`config.mk`:
```
export PLATFORM = sky130hd
export DESIGN_NAME = double_ended_queue_core_flat
export DESIGN_NICKNAME = d
export VERILOG_FILES = /design/src/deq_pkg.sv /design/src/deq_if.sv /design/src/double_ended_queue_core.sv /design/src/flat_wrapper.sv
export SDC_FILE = /design/constraint.sdc
export NUM_CORES = 1
export LEC_CHECK = 0
export BUFFER_PORTS_ARGS = -buffer_cell sky130_fd_sc_hd__buf_2
export CORE_MARGIN = 8
export CORE_UTILIZATION = 40
export DETAILED_ROUTE_END_ITERATION = 7
export PLACE_DENSITY_LB_ADDON = 0.05
export SLEW_MARGIN = 20
export SYNTH_ARGS = -nofsm -noshare
export SYNTH_HDL_FRONTEND = slang
export SYNTH_SLANG_ARGS = --single-unit
```
`constraint.sdc`:
```
create_clock -name clock -period 12.85 [get_ports clock]
set_clock_uncertainty 0.1 [all_clocks]
set_input_delay 1.285 -clock clock [delete_from_list [all_inputs] [get_ports clock]]
set_output_delay 1.285 -clock clock [all_outputs]
set_load 0.1 [all_outputs]
```
`src/deq_pkg.sv`:
```
// ============================================================================
// Double-ended queue package
// Field widths, operation codes and status codes shared by the channel
// interfaces and the queue core.
// ============================================================================
package deq_pkg;

   // Payload field widths.
   localparam int FUNC_W   = 3;
   localparam int VALUE_W  = 32;
   localparam int STATUS_W = 2;

   // Operation codes carried in the func field of a request.
   typedef enum logic [FUNC_W-1:0] {
      FN_INS_FRONT = 3'd0,
      FN_INS_REAR  = 3'd1,
      FN_DEL_FRONT = 3'd2,
      FN_DEL_REAR  = 3'd3,
      FN_DISPLAY   = 3'd4
   } func_type;

   // Status codes carried in each response.
   typedef enum logic [STATUS_W-1:0] {
      ST_OK    = 2'd0,
      ST_EMPTY = 2'd1,
      ST_FULL  = 2'd2
   } status_type;

endpackage

```
`src/deq_if.sv`:
```
// ============================================================================
// Double-ended queue channel interfaces
// Valid/ready channels for requests into the queue and responses out of it.
// ============================================================================

// Request channel: one operation with its insert value.
interface deq_req_if;
   import deq_pkg::*;

   logic                       valid;
   logic                       ready;
   logic [FUNC_W-1:0]          func;
   logic signed [VALUE_W-1:0]  value_in;

   modport source (output valid, input ready, output func, output value_in);
   modport sink   (input valid, output ready, input func, input value_in);
endinterface

// Response channel: one result value with its status and end marker.
interface deq_rsp_if;
   import deq_pkg::*;

   logic                       valid;
   logic                       ready;
   logic signed [VALUE_W-1:0]  value_out;
   logic [STATUS_W-1:0]        status;
   logic                       last;

   modport source (output valid, input ready, output value_out, output status, output last);
   modport sink   (input valid, output ready, input value_out, input status, input last);
endinterface

```
`src/double_ended_queue_core.sv`:
```
// ============================================================================
// Double-ended queue core
// Bounded deque of signed 32-bit values in a circular single-port-read store,
// tracked by a front index and an entry count.
// ============================================================================
// An insert, or any request that meets a full or empty queue, gives its
// response in the cycle after acceptance; a delete's response passes the
// store's registered read data, then the response register. Display of N
// entries gives its first response the same way, then one per cycle while
// the response channel does not stall, paced by the store's single read port;
// one request is in work at a time. Reset clears the indices and control;
// store contents are undefined until written and no clearing pass is made.
module double_ended_queue_core #(
   parameter int DEPTH = 32
) (
   input  logic      clock,
   input  logic      reset,
   deq_req_if.sink   req_chan,
   deq_rsp_if.source rsp_chan
);
   import deq_pkg::*;

   localparam int IDX_W = (DEPTH > 1) ? $clog2(DEPTH) : 1;
   localparam int CNT_W = $clog2(DEPTH + 1);
   localparam logic [IDX_W-1:0] LAST_IDX = IDX_W'(DEPTH - 1);
   localparam logic [CNT_W-1:0] FULL_CNT = CNT_W'(DEPTH);

   typedef enum logic {
      S_IDLE,
      S_RUN
   } state_type;

   // Circular position front + offset, both below DEPTH.
   function automatic logic [IDX_W-1:0] wrap_add(input logic [IDX_W-1:0] base,
                                                 input logic [IDX_W-1:0] offset);
      logic [IDX_W:0] sum;
      sum = {1'b0, base} + {1'b0, offset};
      if (sum >= (IDX_W+1)'(DEPTH)) begin
         sum = sum - (IDX_W+1)'(DEPTH);
      end
      return sum[IDX_W-1:0];
   endfunction

   // Entry store.
   logic signed [VALUE_W-1:0] mem [DEPTH];
   logic                      mem_we;
   logic                      mem_re;
   logic [IDX_W-1:0]          mem_waddr;
   logic [IDX_W-1:0]          mem_raddr;
   logic signed [VALUE_W-1:0] rd_data_ff;

   // Control state.
   state_type         state_ff, state_in;
   logic [IDX_W-1:0]  front_ff, front_in;
   logic [CNT_W-1:0]  cnt_ff, cnt_in;
   logic [IDX_W-1:0]  off_ff, off_in;
   logic [CNT_W-1:0]  left_ff, left_in;
   logic              rd_pend_ff, rd_pend_in;
   logic              rd_last_ff, rd_last_in;

   // Response register.
   logic                      rsp_valid_ff, rsp_valid_in;
   logic signed [VALUE_W-1:0] value_ff, value_in;
   logic [STATUS_W-1:0]       status_ff, status_in;
   logic                      last_ff, last_in;

   logic             req_fire;
   logic             out_free;
   logic             move;
   logic             is_empty;
   logic             is_full;
   logic [IDX_W-1:0] front_dec;
   logic [IDX_W-1:0] front_inc;
   logic [IDX_W-1:0] rear_slot;
   logic [IDX_W-1:0] back_slot;

   // Handshake and derived positions.
   assign out_free  = !rsp_valid_ff || rsp_chan.ready;
   assign req_chan.ready = (state_ff == S_IDLE) && out_free;
   assign req_fire  = req_chan.valid && req_chan.ready;
   assign move      = rd_pend_ff && out_free;
   assign is_empty  = (cnt_ff == '0);
   assign is_full   = (cnt_ff == FULL_CNT);
   assign front_dec = (front_ff == '0) ? LAST_IDX : front_ff - 1'b1;
   assign front_inc = (front_ff == LAST_IDX) ? '0 : front_ff + 1'b1;
   assign rear_slot = wrap_add(front_ff, IDX_W'(cnt_ff));
   assign back_slot = wrap_add(front_ff, IDX_W'(cnt_ff - 1'b1));

   // Next-state logic. Inserts write in the accept cycle and reads only follow
   // in later cycles, so a read never meets a write to the same entry.
   always_comb begin
      state_in     = state_ff;
      front_in     = front_ff;
      cnt_in       = cnt_ff;
      off_in       = off_ff;
      left_in      = left_ff;
      rd_pend_in   = rd_pend_ff;
      rd_last_in   = rd_last_ff;
      rsp_valid_in = rsp_valid_ff && !rsp_chan.ready;
      value_in     = value_ff;
      status_in    = status_ff;
      last_in      = last_ff;
      mem_we       = 1'b0;
      mem_re       = 1'b0;
      mem_waddr    = '0;
      mem_raddr    = '0;

      unique case (state_ff)
         S_IDLE: begin
            if (req_fire) begin
               unique case (req_chan.func)
                  FN_INS_FRONT, FN_INS_REAR: begin
                     rsp_valid_in = 1'b1;
                     value_in     = '0;
                     last_in      = 1'b1;
                     if (is_full) begin
                        status_in = ST_FULL;
                     end else begin
                        status_in = ST_OK;
                        mem_we    = 1'b1;
                        cnt_in    = cnt_ff + 1'b1;
                        if (req_chan.func == FN_INS_FRONT) begin
                           mem_waddr = front_dec;
                           front_in  = front_dec;
                        end else begin
                           mem_waddr = rear_slot;
                        end
                     end
                  end
                  FN_DEL_FRONT, FN_DEL_REAR, FN_DISPLAY: begin
                     if (is_empty) begin
                        rsp_valid_in = 1'b1;
                        value_in     = '0;
                        status_in    = ST_EMPTY;
                        last_in      = 1'b1;
                     end else begin
                        mem_re     = 1'b1;
                        rd_pend_in = 1'b1;
                        state_in   = S_RUN;
                        if (req_chan.func == FN_DISPLAY) begin
                           mem_raddr  = front_ff;
                           rd_last_in = (cnt_ff == CNT_W'(1));
                           left_in    = cnt_ff - 1'b1;
                           off_in     = IDX_W'(1);
                        end else begin
                           rd_last_in = 1'b1;
                           left_in    = '0;
                           cnt_in     = cnt_ff - 1'b1;
                           if (req_chan.func == FN_DEL_FRONT) begin
                              mem_raddr = front_ff;
                              front_in  = front_inc;
                           end else begin
                              mem_raddr = back_slot;
                           end
                        end
                     end
                  end
                  default: begin
                     // Unused codes are taken and dropped without a response.
                  end
               endcase
            end
         end
         S_RUN: begin
            // Move read data into the response register when it is free.
            if (move) begin
               rsp_valid_in = 1'b1;
               value_in     = rd_data_ff;
               status_in    = ST_OK;
               last_in      = rd_last_ff;
               rd_pend_in   = 1'b0;
            end
            // Issue the next display read once the read register can be refilled.
            if ((left_ff != '0) && (!rd_pend_ff || move)) begin
               mem_re     = 1'b1;
               mem_raddr  = wrap_add(front_ff, off_ff);
               off_in     = off_ff + 1'b1;
               left_in    = left_ff - 1'b1;
               rd_last_in = (left_ff == CNT_W'(1));
               rd_pend_in = 1'b1;
            end
            if ((left_ff == '0) && move) begin
               state_in = S_IDLE;
            end
         end
         default: begin
            state_in = S_IDLE;
         end
      endcase
   end

   // State and registered outputs.
   always_ff @(posedge clock) begin
      if (reset) begin
         state_ff     <= S_IDLE;
         front_ff     <= '0;
         cnt_ff       <= '0;
         off_ff       <= '0;
         left_ff      <= '0;
         rd_pend_ff   <= 1'b0;
         rd_last_ff   <= 1'b0;
         rsp_valid_ff <= 1'b0;
      end else begin
         state_ff     <= state_in;
         front_ff     <= front_in;
         cnt_ff       <= cnt_in;
         off_ff       <= off_in;
         left_ff      <= left_in;
         rd_pend_ff   <= rd_pend_in;
         rd_last_ff   <= rd_last_in;
         rsp_valid_ff <= rsp_valid_in;
      end
      value_ff  <= value_in;
      status_ff <= status_in;
      last_ff   <= last_in;
   end

   // Store write port and registered read port.
   always_ff @(posedge clock) begin
      if (mem_we) begin
         mem[mem_waddr] <= req_chan.value_in;
      end
      if (mem_re) begin
         rd_data_ff <= mem[mem_raddr];
      end
   end

   // Response outputs.
   assign rsp_chan.valid     = rsp_valid_ff;
   assign rsp_chan.value_out = value_ff;
   assign rsp_chan.status    = status_ff;
   assign rsp_chan.last      = last_ff;

   // An insert into a full queue leaves the entry count alone.
   a_full_insert_holds: assert property (@(posedge clock) disable iff (reset)
      (req_fire && is_full &&
       (req_chan.func == FN_INS_FRONT || req_chan.func == FN_INS_REAR))
      |=> $stable(cnt_ff))
      else $error("insert into a full queue changed the entry count");

   // Pending read data only exists while a read sequence is running.
   a_pend_in_run: assert property (@(posedge clock) disable iff (reset)
      rd_pend_ff |-> (state_ff == S_RUN))
      else $error("read data pending outside the run state");

   // A delete on a non-empty queue starts a store read at once.
   a_delete_reads: assert property (@(posedge clock) disable iff (reset)
      (req_fire && !is_empty &&
       (req_chan.func == FN_DEL_FRONT || req_chan.func == FN_DEL_REAR))
      |=> (rd_pend_ff && state_ff == S_RUN && left_ff == '0))
      else $error("delete did not start a single store read");

   // After each accepted request the entry count does not exceed the store depth.
   a_count_bound: assert property (@(posedge clock) disable iff (reset)
      req_fire |=> (cnt_ff <= FULL_CNT))
      else $error("entry count beyond store depth");

endmodule
```
`src/flat_wrapper.sv`:
```
// flat-port wrapper written by rule: the top's interface ports become plain ports
module double_ended_queue_core_flat import deq_pkg::*;
#(
   parameter int DEPTH = 32
)
  (clock, reset, req_chan_valid, req_chan_ready, req_chan_func, req_chan_value_in, rsp_chan_valid, rsp_chan_ready, rsp_chan_value_out, rsp_chan_status, rsp_chan_last);
  deq_req_if req_chan_i ();
  deq_rsp_if rsp_chan_i ();
  input  logic clock;
  input  logic reset;
  input wire logic [$bits(req_chan_i.valid)-1:0] req_chan_valid;
  output wire logic [$bits(req_chan_i.ready)-1:0] req_chan_ready;
  input wire logic [$bits(req_chan_i.func)-1:0] req_chan_func;
  input wire logic [$bits(req_chan_i.value_in)-1:0] req_chan_value_in;
  output wire logic [$bits(rsp_chan_i.valid)-1:0] rsp_chan_valid;
  input wire logic [$bits(rsp_chan_i.ready)-1:0] rsp_chan_ready;
  output wire logic [$bits(rsp_chan_i.value_out)-1:0] rsp_chan_value_out;
  output wire logic [$bits(rsp_chan_i.status)-1:0] rsp_chan_status;
  output wire logic [$bits(rsp_chan_i.last)-1:0] rsp_chan_last;
  assign req_chan_i.valid = req_chan_valid;
  assign req_chan_ready = req_chan_i.ready;
  assign req_chan_i.func = req_chan_func;
  assign req_chan_i.value_in = req_chan_value_in;
  assign rsp_chan_valid = rsp_chan_i.valid;
  assign rsp_chan_i.ready = rsp_chan_ready;
  assign rsp_chan_value_out = rsp_chan_i.value_out;
  assign rsp_chan_status = rsp_chan_i.status;
  assign rsp_chan_last = rsp_chan_i.last;
  double_ended_queue_core #(.DEPTH(DEPTH)) u_core (.clock(clock), .reset(reset), .req_chan(req_chan_i), .rsp_chan(rsp_chan_i));
endmodule
```
=== Word-level counts from Yosys, hierarchy flattened ===
Memories as Yosys holds them, arrays and structs flattened. A register that Yosys moved wholly into a read port is not among the register bits.
Cells that the tools add are included.

* Equality and inequality tests: 22
* Mux-type cells: 85
* $lt $le $gt $ge: 3
* $add $sub $neg: 12
* Bitwise gates (word level): 1
* Reduce and logical (&&, ||, !) cells: 25

{| class="wikitable"
|+ Operators with widths
! kind !! count
|-
| 5-bit two-way mux || 26
|-
| 32-bit case mux with 2 select lines || 2
|-
| 32-bit two-way mux || 3
|-
| 6-bit two-way mux || 8
|-
| 5-bit case mux with 2 select lines || 3
|-
| 1-bit two-way mux || 27
|-
| 6-bit case mux with 2 select lines || 2
|-
| 5-bit by 1-bit subtractor with 5-bit output, second input constant || 4
|-
| 5-bit by 5-bit adder with 6-bit output || 3
|-
| 6-bit greater-or-equal comparator, second input constant || 3
|-
| 2-bit inequality test, second input constant || 8
|-
| 1-bit case mux with 2 select lines || 8
|-
| 6-bit by 1-bit == test with 1-bit output, second input constant || 2
|-
| 6-bit logical NOT || 2
|-
| 4-bit AND reduction || 3
|-
| 6-bit by 1-bit subtractor with 6-bit output, second input constant || 2
|-
| 5-bit by 1-bit adder with 5-bit output, second input constant || 2
|-
| 2-bit two-way mux || 4
|-
| 2-bit case mux with 2 select lines || 2
|-
| 8-bit AND reduction || 1
|-
| 6-bit by 1-bit adder with 6-bit output, second input constant || 1
|-
| 3-bit by 2-bit == test with 1-bit output, second input constant || 2
|-
| 6-bit == test, second input constant || 1
|-
| 1-bit logical AND || 6
|-
| other kinds (17) || 23
|}

* Memories kept: 1
* Word-level logic and storage cells: 160
* Flip-flop bits (word level): 61
* Input bits: 39
* Memory bits (writable): 1024

{| class="wikitable"
|+ Memories
! memory !! words !! width !! read ports !! clocked after Yosys merged registers in !! wr ports !! RTL line !! source
|-
| u_core.mem || 32 || 32 || 1 || 1 || 1 || double_ended_queue_core.sv:45 || <nowiki>logic signed [VALUE_W-1:0] mem [DEPTH];</nowiki>
|}

=== Longest topological paths before layout ===
Gate-level depths: netlist (run 1).

* Word-level depth: 10
* Mapped depth: 14
* Mapped depth without buffers: 12

=== Worst setup path before layout (run 1) ===
OpenSTA, ideal clock, no wires.

* Path kind: input -> register
* Start: input port req_chan_func[1]
* End: memory u_core.mem[20][0] (enable)
* Library setup time: 0.421 ns
* Arrival time: 4.226 ns
* Path buffers: 1
* Slack: 8.103 ns
* Stages: 8
* Path through: buf_2 -> or3_1 -> nor2_1 -> a31oi_1 -> xnor2_1 -> nand2_1 -> or3_1 -> nor2_1

* Longest elaborated chain between the ends: 7
* Elaborated cells on any way between the ends: 13
* Classes of those cells: eq/ne (1); mux (10); reduce/logical (2)

{| class="wikitable"
|+ Ends and longest elaborated chain
! what !! RTL line !! source
|-
| start: declaration || flat_wrapper.sv:13 || <nowiki>input wire logic [$bits(req_chan_i.func)-1:0] req_chan_func;</nowiki>
|-
| 3-bit by 1-bit == test with 1-bit output or 3-bit logical NOT (tied branches) || double_ended_queue_core.sv:111, double_ended_queue_core.sv:122 ||
|-
| 2-bit OR reduction || double_ended_queue_core.sv:111 || <nowiki>unique case (req_chan.func)</nowiki>
|-
| 1-bit two-way mux || double_ended_queue_core.sv:111 ||
|-
| 1-bit two-way mux || double_ended_queue_core.sv:110 || <nowiki>if (req_fire) begin</nowiki>
|-
| 1-bit two-way mux || double_ended_queue_core.sv:108 || <nowiki>unique case (state_ff)</nowiki>
|-
| 1-bit two-way mux || double_ended_queue_core.sv:220 || <nowiki>if (mem_we) begin</nowiki>
|-
| 1-bit two-way mux (implied by the code) || double_ended_queue_core.sv:221 || <nowiki>mem[mem_waddr] <= req_chan.value_in;</nowiki>
|-
| end: declaration || double_ended_queue_core.sv:45 ||
|}

Parallel ways exist; a longest one is shown, timed or not.

=== Worst setup path in the final report (run 1) ===
* Start: register u_core.cnt_ff[0]
* End: register u_core.rd_data_ff[5], read port of u_core.mem (data pin)

* Longest elaborated chain between the ends: 10
* Elaborated cells on any way between the ends: 16
* Classes of those cells: add/sub (3); order compare (1); mux (11); reduce/logical (1)

{| class="wikitable"
|+ Ends and longest elaborated chain
! what !! RTL line !! source
|-
| start: declaration || double_ended_queue_core.sv:55 || <nowiki>logic [CNT_W-1:0] cnt_ff, cnt_in;</nowiki>
|-
| start signal: assignment || double_ended_queue_core.sv:206 || <nowiki>cnt_ff <= cnt_in;</nowiki>
|-
| 6-bit by 1-bit subtractor with 6-bit output || double_ended_queue_core.sv:87 || <nowiki>assign back_slot = wrap_add(front_ff, IDX_W'(cnt_ff - 1'b1));</nowiki>
|-
| 5-bit by 5-bit adder with 6-bit output || double_ended_queue_core.sv:37 || <nowiki>sum = {1'b0, base} + {1'b0, offset};</nowiki>
|-
| 5-bit by 1-bit subtractor with 5-bit output or 6-bit greater-or-equal comparator (tied branches) || double_ended_queue_core.sv:39, double_ended_queue_core.sv:38 ||
|-
| 5-bit two-way mux || double_ended_queue_core.sv:38 || <nowiki>if (sum >= (IDX_W+1)'(DEPTH)) begin</nowiki>
|-
| 5-bit two-way mux || double_ended_queue_core.sv:149 || <nowiki>if (req_chan.func == FN_DEL_FRONT) begin</nowiki>
|-
| 5-bit two-way mux || double_ended_queue_core.sv:140 || <nowiki>if (req_chan.func == FN_DISPLAY) begin</nowiki>
|-
| 5-bit two-way mux || double_ended_queue_core.sv:131 || <nowiki>if (is_empty) begin</nowiki>
|-
| 5-bit two-way mux || double_ended_queue_core.sv:111 ||
|-
| 5-bit two-way mux || double_ended_queue_core.sv:110 ||
|-
| 5-bit case mux with 2 select lines || double_ended_queue_core.sv:108 ||
|-
| end: declaration || double_ended_queue_core.sv:50 || <nowiki>logic signed [VALUE_W-1:0] rd_data_ff;</nowiki>
|}

Parallel ways exist; a longest one is shown, timed or not.
A chain may end at the register's enable or synchronous reset.

==> summary.txt, run 1 <==
Timing
  – Fmax: 174 MHz
  – Hold slack: 0.412 ns
  – Final setup vio count: 0
  – Final Max Tran Viols: 0
  – Tmin final: 5.73 ns
  – Setup TNS: 0 ns
  – Final WS setup: 7.12 ns
  – Worst Max-Slew Pin Slew: 1.02 ns
  – Final period util: 44.6%
  – RSZ-0062 raised after global routing: no
  – Hold violation total from the final report: 0
  – Rel. slew slack: 31.8%

Hold path
  – Hold path depth: 2
  – Worst hold path type: flip-flop to flip-flop
  – WHS Endpoint: u_core.left_ff[5]$_SDFFE_PP0P_
  – Worst Hold Launch: u_core.left_ff[5]$_SDFFE_PP0P_

Pwr
  – VDD IR-drop max: 0.112 mV
  – Pwr/cell area: 154 mW/mm2
  – Pleak: 18.4 nW
  – Pwr Total: 7.91 mW

Detailed routing
  – DR DRC count: 0
  – First-pass iteration count of the detailed router: 6
  – Final WL: 138000 um
  – Vias per cell: 5.66
  – Vias: 28.4k
  – Routed WL per cell: 27.6 um
  – Antenna Nets Post-Route: 0
  – DRT iter0 DRCs: 2580

Place
  – Placed cells: 4785
  – Port Buffer Count: 75
  – Hpwl dp: 68700 um
  – Post-Place Setup Slack: 6.91 ns
  – Placed inst area: 0.0477 mm2
  – Routability cong.: 0.766

Synthesis
  – Syn Std Cell Area: 0.0456 mm2
  – Post-synthesis sequential area ratio: 72.9%
  – Synth Flop Type: edfxtp_1
  – Post-synthesis register bit count: 1117
  – Top cells by count, synth: edfxtp_1 (1091), nand2_1 (744), nand3_1 (364)
  – Main area contributors after synthesis: edfxtp_1 (72%), nand2_1 (6.1%), mux2i_1 (4.2%), nand3_1 (4.0%), a21oi_1 (1.4%)
  – Synth Warn #: 0
  – Synth cell types: 66
  – Post-synth ARST share: 0%
  – Syn Nets: 3414
  – Top-count cell post-synth: edfxtp_1
  – Avg Inst Size Synth: 13.6 um2
  – Largest area contributor in the netlist: edfxtp_1
  – Post-synth EDFFs: 1091
  – Cell count after synthesis: 3351
  – Post-synth top area share: 71.8%

Critical path
  – FF-to-FF path depth: 13
  – Critical path class: flip-flop to flip-flop
  – Nature of the critical path startpoint: flip-flop
  – Element type at the critical path end: flip-flop
  – WP data required: 13.22 ns
  – Critical R2R Capture: u_core.rd_data_ff[5]$_DFFE_PP_
  – R2r setup slk: 7.12 ns
  – WP data arrival: 6.10 ns
  – Worst Path Max Fanout: 124
  – Worst R2R Start: u_core.cnt_ff[0]$_SDFFE_PP0P_

Final layout
  – Nets: 3457
  – Seq. cell area: 0.0333 mm2
  – Share of cells above drive strength 1: 10.6%
  – Fillers: 10.1k
  – Multi-input gate area: 0.0115 mm2
  – Design Area, Final: 0.0515 mm2
  – Post-Layout Cell Count: 5014
  – Fin util: 45.3%
  – Area Overhead vs Synth: 12.8%

CTS
  – CTS Root Cell: clkbuf_16
  – CTS max path bufs: 3
  – H-tree levels: 3
  – Post-CTS Setup Inserts: 0
  – Num CTS Buffers: 119
  – Worst-Skew Late Latency: 0.71 ns
  – Clock sinks: 1117
  – Clk pin slew, worst setup/hold paths: 0.06 ns
  – TritonCTS clock tree: built
  – # hold bufs at CTS: 0
  – # resized after CTS: 0

Global route
  – Overflow after GRT: 0
  – Largest net degree at the start of global routing: 164
  – GRT Total Usage: 21.4%
  – First-pass GRT wire length: 199000 um
  – Initial antenna violation count: 15
  – Number of global-route vias before repair: 27.9k

Die
  – Die ar.: 0.125 mm2
  – Starting Density: 40.1%
  – Die H: 354 um
  – IO Pins: 76
  – Site Rows: 124
  – Width of the die: 354 um
  – Core ar.: 0.114 mm2

Flow run
  – Max Cap Viol: 0

Outcome
  – Status: finished clean
## sequential cells by signal, indices dropped and copies added, names as in the netlist
| register | cells |
|---|---|
| u_core.mem | 1024 |
| u_core.off_ff | 5 |
| u_core.front_ff | 5 |
| u_core.rsp_chan.value_out | 32 |
| u_core.rd_pend_ff | 1 |
| u_core.rsp_chan.last | 1 |
| u_core.rsp_chan.status | 2 |
| u_core.state_ff | 1 |
| u_core.left_ff | 6 |
| u_core.rsp_chan.valid | 1 |
| u_core.rd_data_ff | 32 |
| u_core.cnt_ff | 6 |
| u_core.rd_last_ff | 1 |
## how the worst max path moves through the flow
stage,from,to,slack (ns),depth (start not counted)
final,u_core.cnt_ff[0]$_SDFFE_PP0P_,u_core.rd_data_ff[5]$_DFFE_PP_,7.12,13
after global routing,u_core.cnt_ff[0]$_SDFFE_PP0P_,u_core.rd_data_ff[5]$_DFFE_PP_,6.92,13
after CTS,u_core.cnt_ff[0]$_SDFFE_PP0P_,u_core.rd_data_ff[5]$_DFFE_PP_,7.16,13
after detailed placement,rsp_chan_ready,u_core.rd_data_ff[10]$_DFFE_PP_,6.91,12
after global placement,rsp_chan_ready,u_core.rd_data_ff[14]$_DFFE_PP_,7.00,12
after floorplan,req_chan_func[1],u_core.mem[20][0]$_DFFE_PP_,8.10,8
## layer usage
layer	GRT usage [%]	routed length (um)
met5	0	38
met4	5.61	2910
met3	3.74	8820
met1	30.3	62100
met2	34.3	64500
## cell families (layout without fill, tap and decap cells)
kind of cell | count (synthesis) | in the layout | synth area share, %
multiplexers | 193 | 193 | 4.24
other | 0 | 6 | 0
AO/OA/AOI/OAI | 417 | 417 | 6.20
buffers and inverters | 233 | 378 | 2.54
adder cells (fa/ha/maj) | 24 | 24 | 0.707
AND/OR/NAND/NOR | 1346 | 1346 | 13.0
flip-flops | 1117 | 1117 | 72.9
XOR/XNOR | 21 | 21 | 0.403
## cells in the final DEF, fill, tap and decap left out, drive strengths merged, types with 6 or more instances in the layout
cell,Yosys,layout
o22ai,65,65
nand2b,7,7
a221oi,62,62
xnor2,11,11
inv,17,20
mux2i,190,190
and3,34,34
buf,130,137
a211oi,66,66
a22oi,9,9
a2111oi,31,31
nand3,364,364
edfxtp,1091,1091
clkbuf,85,144
bufinv,0,9
clkinv,1,65
a21oi,131,131
nor2,82,82
ha,21,21
nor3,45,45
o21ai,18,18
diode,0,6
dfxtp,26,26
and2,35,35
xor2,10,10
nand2,744,744
nand4,9,9
## worst max-delay path: stages (launching register included)
cell	delay, ns
dfxtp_1	0.49
inv_1	0.15
ha_1	0.35
inv_1	0.12
fa_1	0.42
mux2_2	0.27
o21ai_0	0.20
o21a_4	0.68
buf_12	0.61
buf_4	0.65
mux2i_1	0.22
a221oi_1	0.67
a2111oi_0	0.15
and3_1	0.23
## report_power, final
part | total, mW | internal (mW) | switching (mW)
Combinational | 0.520 | 0.130 | 0.390
Clock | 3.34 | 1.90 | 1.43
Sequential | 4.06 | 4.04 | 0.0206
## cell type report
class	count	area share [%]
sequential	1117	64.6
multi-input combinational	2001	22.4
antenna	6	0.0292
tap	1512	3.67
inverter	18	0.134
timing repair buffer	137	1.75
clock buffer	144	6.04
clock inverter	79	1.36
Power figures use the tool's default switching activity.
==> run 2, diff against run 1 <==
- ABC_AREA: unset -> 1
- clock period: 12.85 -> 4.8 ns (I/O delays scaled with it)
==> summary.txt, run 2 <==
Hold path
  – Worst hold path type: primary input to flip-flop (was flip-flop to flip-flop)
  – Hold path depth: 3 (was 2)

Die
  – IO Pins: 76 (unchanged)
  – Width of the die: 367 um (was 354 um)
  – Site Rows: 129 (was 124)
  – Die H: 367 um (was 354 um)
  – Die ar.: 0.135 mm2 (was 0.125 mm2)
  – Core ar.: 0.123 mm2 (was 0.114 mm2)
  – Starting Density: 40.1% (about the same)

Critical path
  – Element type at the critical path end: flip-flop (unchanged)
  – WP data arrival: 4.36 ns (was 6.10 ns)
  – Nature of the critical path startpoint: flip-flop (unchanged)
  – FF-to-FF path depth: 17 (was 13)
  – Worst Path Max Fanout: 34 (was 124)
  – WP data required: 5.31 ns (was 13.22 ns)
  – Critical path class: flip-flop to flip-flop (unchanged)

Timing
  – Final period util: 80.4% (was 44.6%)
  – Final setup vio count: 0 (unchanged)
  – Worst Max-Slew Pin Slew: 0.929 ns (was 1.02 ns)
  – Hold slack: 0.101 ns (was 0.412 ns)
  – Final Max Tran Viols: 0 (unchanged)
  – Tmin final: 3.86 ns (was 5.73 ns)
  – RSZ-0062 raised after global routing: no (unchanged)
  – Fmax: 259 MHz (was 174 MHz)
  – Setup TNS: 0 ns (unchanged)
  – Hold violation total from the final report: 0 (unchanged)
  – Rel. slew slack: 38.0% (was 31.8%)

Synthesis
  – Avg Inst Size Synth: 10.7 um2 (was 13.6 um2)
  – Post-synth ARST share: 0% (unchanged)
  – Synth cell types: 49 (was 66)
  – Post-synth EDFFs: 1091 (unchanged)
  – Main area contributors after synthesis: edfxtp_1 (66%), nand3_1 (11%), nand2_1 (8.9%), inv_1 (4.5%), buf_2 (2.2%) (was edfxtp_1 (72%), nand2_1 (6.1%), mux2i_1 (4.2%), nand3_1 (4.0%), a21oi_1 (1.4%))
  – Post-synth top area share: 66.4% (was 71.8%)
  – Top cells by count, synth: nand2_1 (1165), nand3_1 (1108), edfxtp_1 (1091) (was edfxtp_1 (1091), nand2_1 (744), nand3_1 (364))
  – Post-synthesis sequential area ratio: 67.4% (was 72.9%)
  – Synth Flop Type: edfxtp_1 (unchanged)
  – Synth Warn #: 0 (unchanged)
  – Syn Nets: 4699 (was 3414)
  – Post-synthesis register bit count: 1117 (unchanged)
  – Largest area contributor in the netlist: edfxtp_1 (unchanged)
  – Top-count cell post-synth: nand2_1 (was edfxtp_1)
  – Syn Std Cell Area: 0.0494 mm2 (was 0.0456 mm2)
  – Cell count after synthesis: 4636 (was 3351)

Global route
  – Overflow after GRT: 0 (unchanged)
  – Number of global-route vias before repair: 31.8k (was 27.9k)
  – GRT Total Usage: 23.0% (was 21.4%)
  – Largest net degree at the start of global routing: 137 (was 164)
  – Initial antenna violation count: 16 (was 15)
  – First-pass GRT wire length: 230000 um (was 199000 um)

Pwr
  – VDD IR-drop max: 0.389 mV (was 0.112 mV)
  – Pleak: 22.2 nW (was 18.4 nW)
  – Pwr/cell area: 404 mW/mm2 (was 154 mW/mm2)

Place
  – Routability cong.: 0.804 (was 0.766)
  – Port Buffer Count: 75 (unchanged)
  – Hpwl dp: 85300 um (was 68700 um)

Flow run
  – Max Cap Viol: 0 (unchanged)

Detailed routing
  – First-pass iteration count of the detailed router: 5 (was 6)
  – Vias per cell: 5.21 (was 5.66)
  – Routed WL per cell: 24.7 um (was 27.6 um)
  – DRT iter0 DRCs: 3014 (was 2580)
  – Vias: 33.5k (was 28.4k)
  – Final WL: 158000 um (was 138000 um)
  – Antenna Nets Post-Route: 0 (unchanged)
  – DR DRC count: 0 (unchanged)

CTS
  – TritonCTS clock tree: built (unchanged)
  – CTS Root Cell: clkbuf_16 (unchanged)
  – # hold bufs at CTS: 3 (was 0)
  – CTS max path bufs: 3 (unchanged)
  – Post-CTS Setup Inserts: 0 (unchanged)
  – Worst-Skew Late Latency: 0.76 ns (was 0.71 ns)
  – Clock sinks: 1117 (unchanged)
  – Num CTS Buffers: 131 (was 119)
  – H-tree levels: 4 (was 3)
  – Clk pin slew, worst setup/hold paths: 0.06 ns (about the same)
  – # resized after CTS: 0 (unchanged)

Final layout
  – Largest Register: u_core.mem (unchanged)
  – Nets: 4745 (was 3457)
  – Area Overhead vs Synth: 13.6% (was 12.8%)
  – Most frequent cells in the layout: nand2_1 (1163), nand3_1 (1107), edfxtp_1 (1091) (was edfxtp_1 (1091), nand2_1 (743), nand3_1 (360))
  – Max reg flops: 1024 (unchanged)
  – Most common cell after layout, fill and taps aside: nand2_1 (was edfxtp_1)
  – Share of cells above drive strength 1: 8.87% (was 10.6%)
  – Fillers: 11.6k (was 10.1k)

Outcome
  – Status: finished clean (unchanged)
==> run 2: final cells by class <==
type | instances | area [um2] | area share (%)
Clock buffer | 179 | 3600 | 6.41
Clock inverter | 53 | 457 | 0.814
Multi-Input combinational cell | 2633 | 12700 | 22.6
Inverter | 603 | 2270 | 4.05
Sequential cell | 1117 | 33300 | 59.4
Tap cell | 1637 | 2050 | 3.65
Antenna cell | 4 | 10.0 | 0.0178
Timing Repair Buffer | 196 | 1740 | 3.11
==> run 2: per-stage QoR <==
| step | std cells | util, % | power [mW] | cell area [um2] | setup WS, ns |
|---|---|---|---|---|---|
| floorplan | 4636 | - | 12.4 | 49400 | 0.0227 |
| global placement | 6183 | 42.2 | 13.3 | 52000 | 1.01 |
| detailed placement | 6183 | 42.2 | 13.3 | 52000 | 0.977 |
| CTS | 6418 | 45.5 | 22.9 | 56100 | 0.953 |
| global route | 6418 | 45.5 | 23.4 | 56100 | 0.734 |
| finish | 6422 | 45.5 | 22.7 | 56100 | 0.942 |
==> run 2: metal layers <==
metal	routed length [um]	track usage [%]	vias to the layer above
li1	-	-	15800
met1	73200	33.6	16600
met2	71000	35.0	921
met3	10600	4.76	206
met4	3620	6.00	4
met5	18	0	-
==> run 2: logic make-up (layout without fill, tap and decap cells) <==
kind of cell    Yosys count  after routing  share of synthesized area [%]
fa+ha+maj                24             24                          0.654
compound gates           86             86                           1.02
xor+xnor                 18             18                          0.319
simple gates           2505           2505                           23.1
flops                  1117           1117                           67.4
other cells               0              4                              0
buf+inv                 886           1031                           7.53
==> run 2: power by group <==
group / internal, mW / leakage [nW] / switching [mW]
combinational: 0.548 / 10.2 / 1.61
clock: 5.65 / 1.98 / 3.95
sequential: 10.8 / 10.0 / 0.0659
total: 17.0 / 22.2 / 5.63
==> run 2: worst paths after layout <==
path                                                startpoint                                 endpoint  slack, ns
worst max-delay path             u_core.cnt_ff[0]$_SDFFE_PP0P_           u_core.rd_data_ff[3]$_DFFE_PP_       0.94
worst min-delay path                          req_chan_func[1]  u_core.rsp_chan.status[1]$_SDFFCE_PP0P_       0.10
worst max register to register   u_core.cnt_ff[0]$_SDFFE_PP0P_           u_core.rd_data_ff[3]$_DFFE_PP_       0.94
worst min register to register  u_core.left_ff[4]$_SDFFE_PP0P_           u_core.left_ff[4]$_SDFFE_PP0P_       0.38
==> run 2: worst max-delay path, stage by stage, from the launching register on <==
cell     delay (ns)
dfxtp_1        0.40
inv_1          0.15
ha_1           0.28
xnor2_1        0.19
inv_1          0.09
ha_1           0.33
a21oi_1        0.16
nand2_1        0.07
xor2_1         0.21
o21ai_0        0.12
nand2_1        0.12
o21ai_4        0.09
inv_4          0.52
buf_4          0.40
nand3_1        0.18
nand2_1        0.10
nand2_1        0.05
nand2_1        0.09
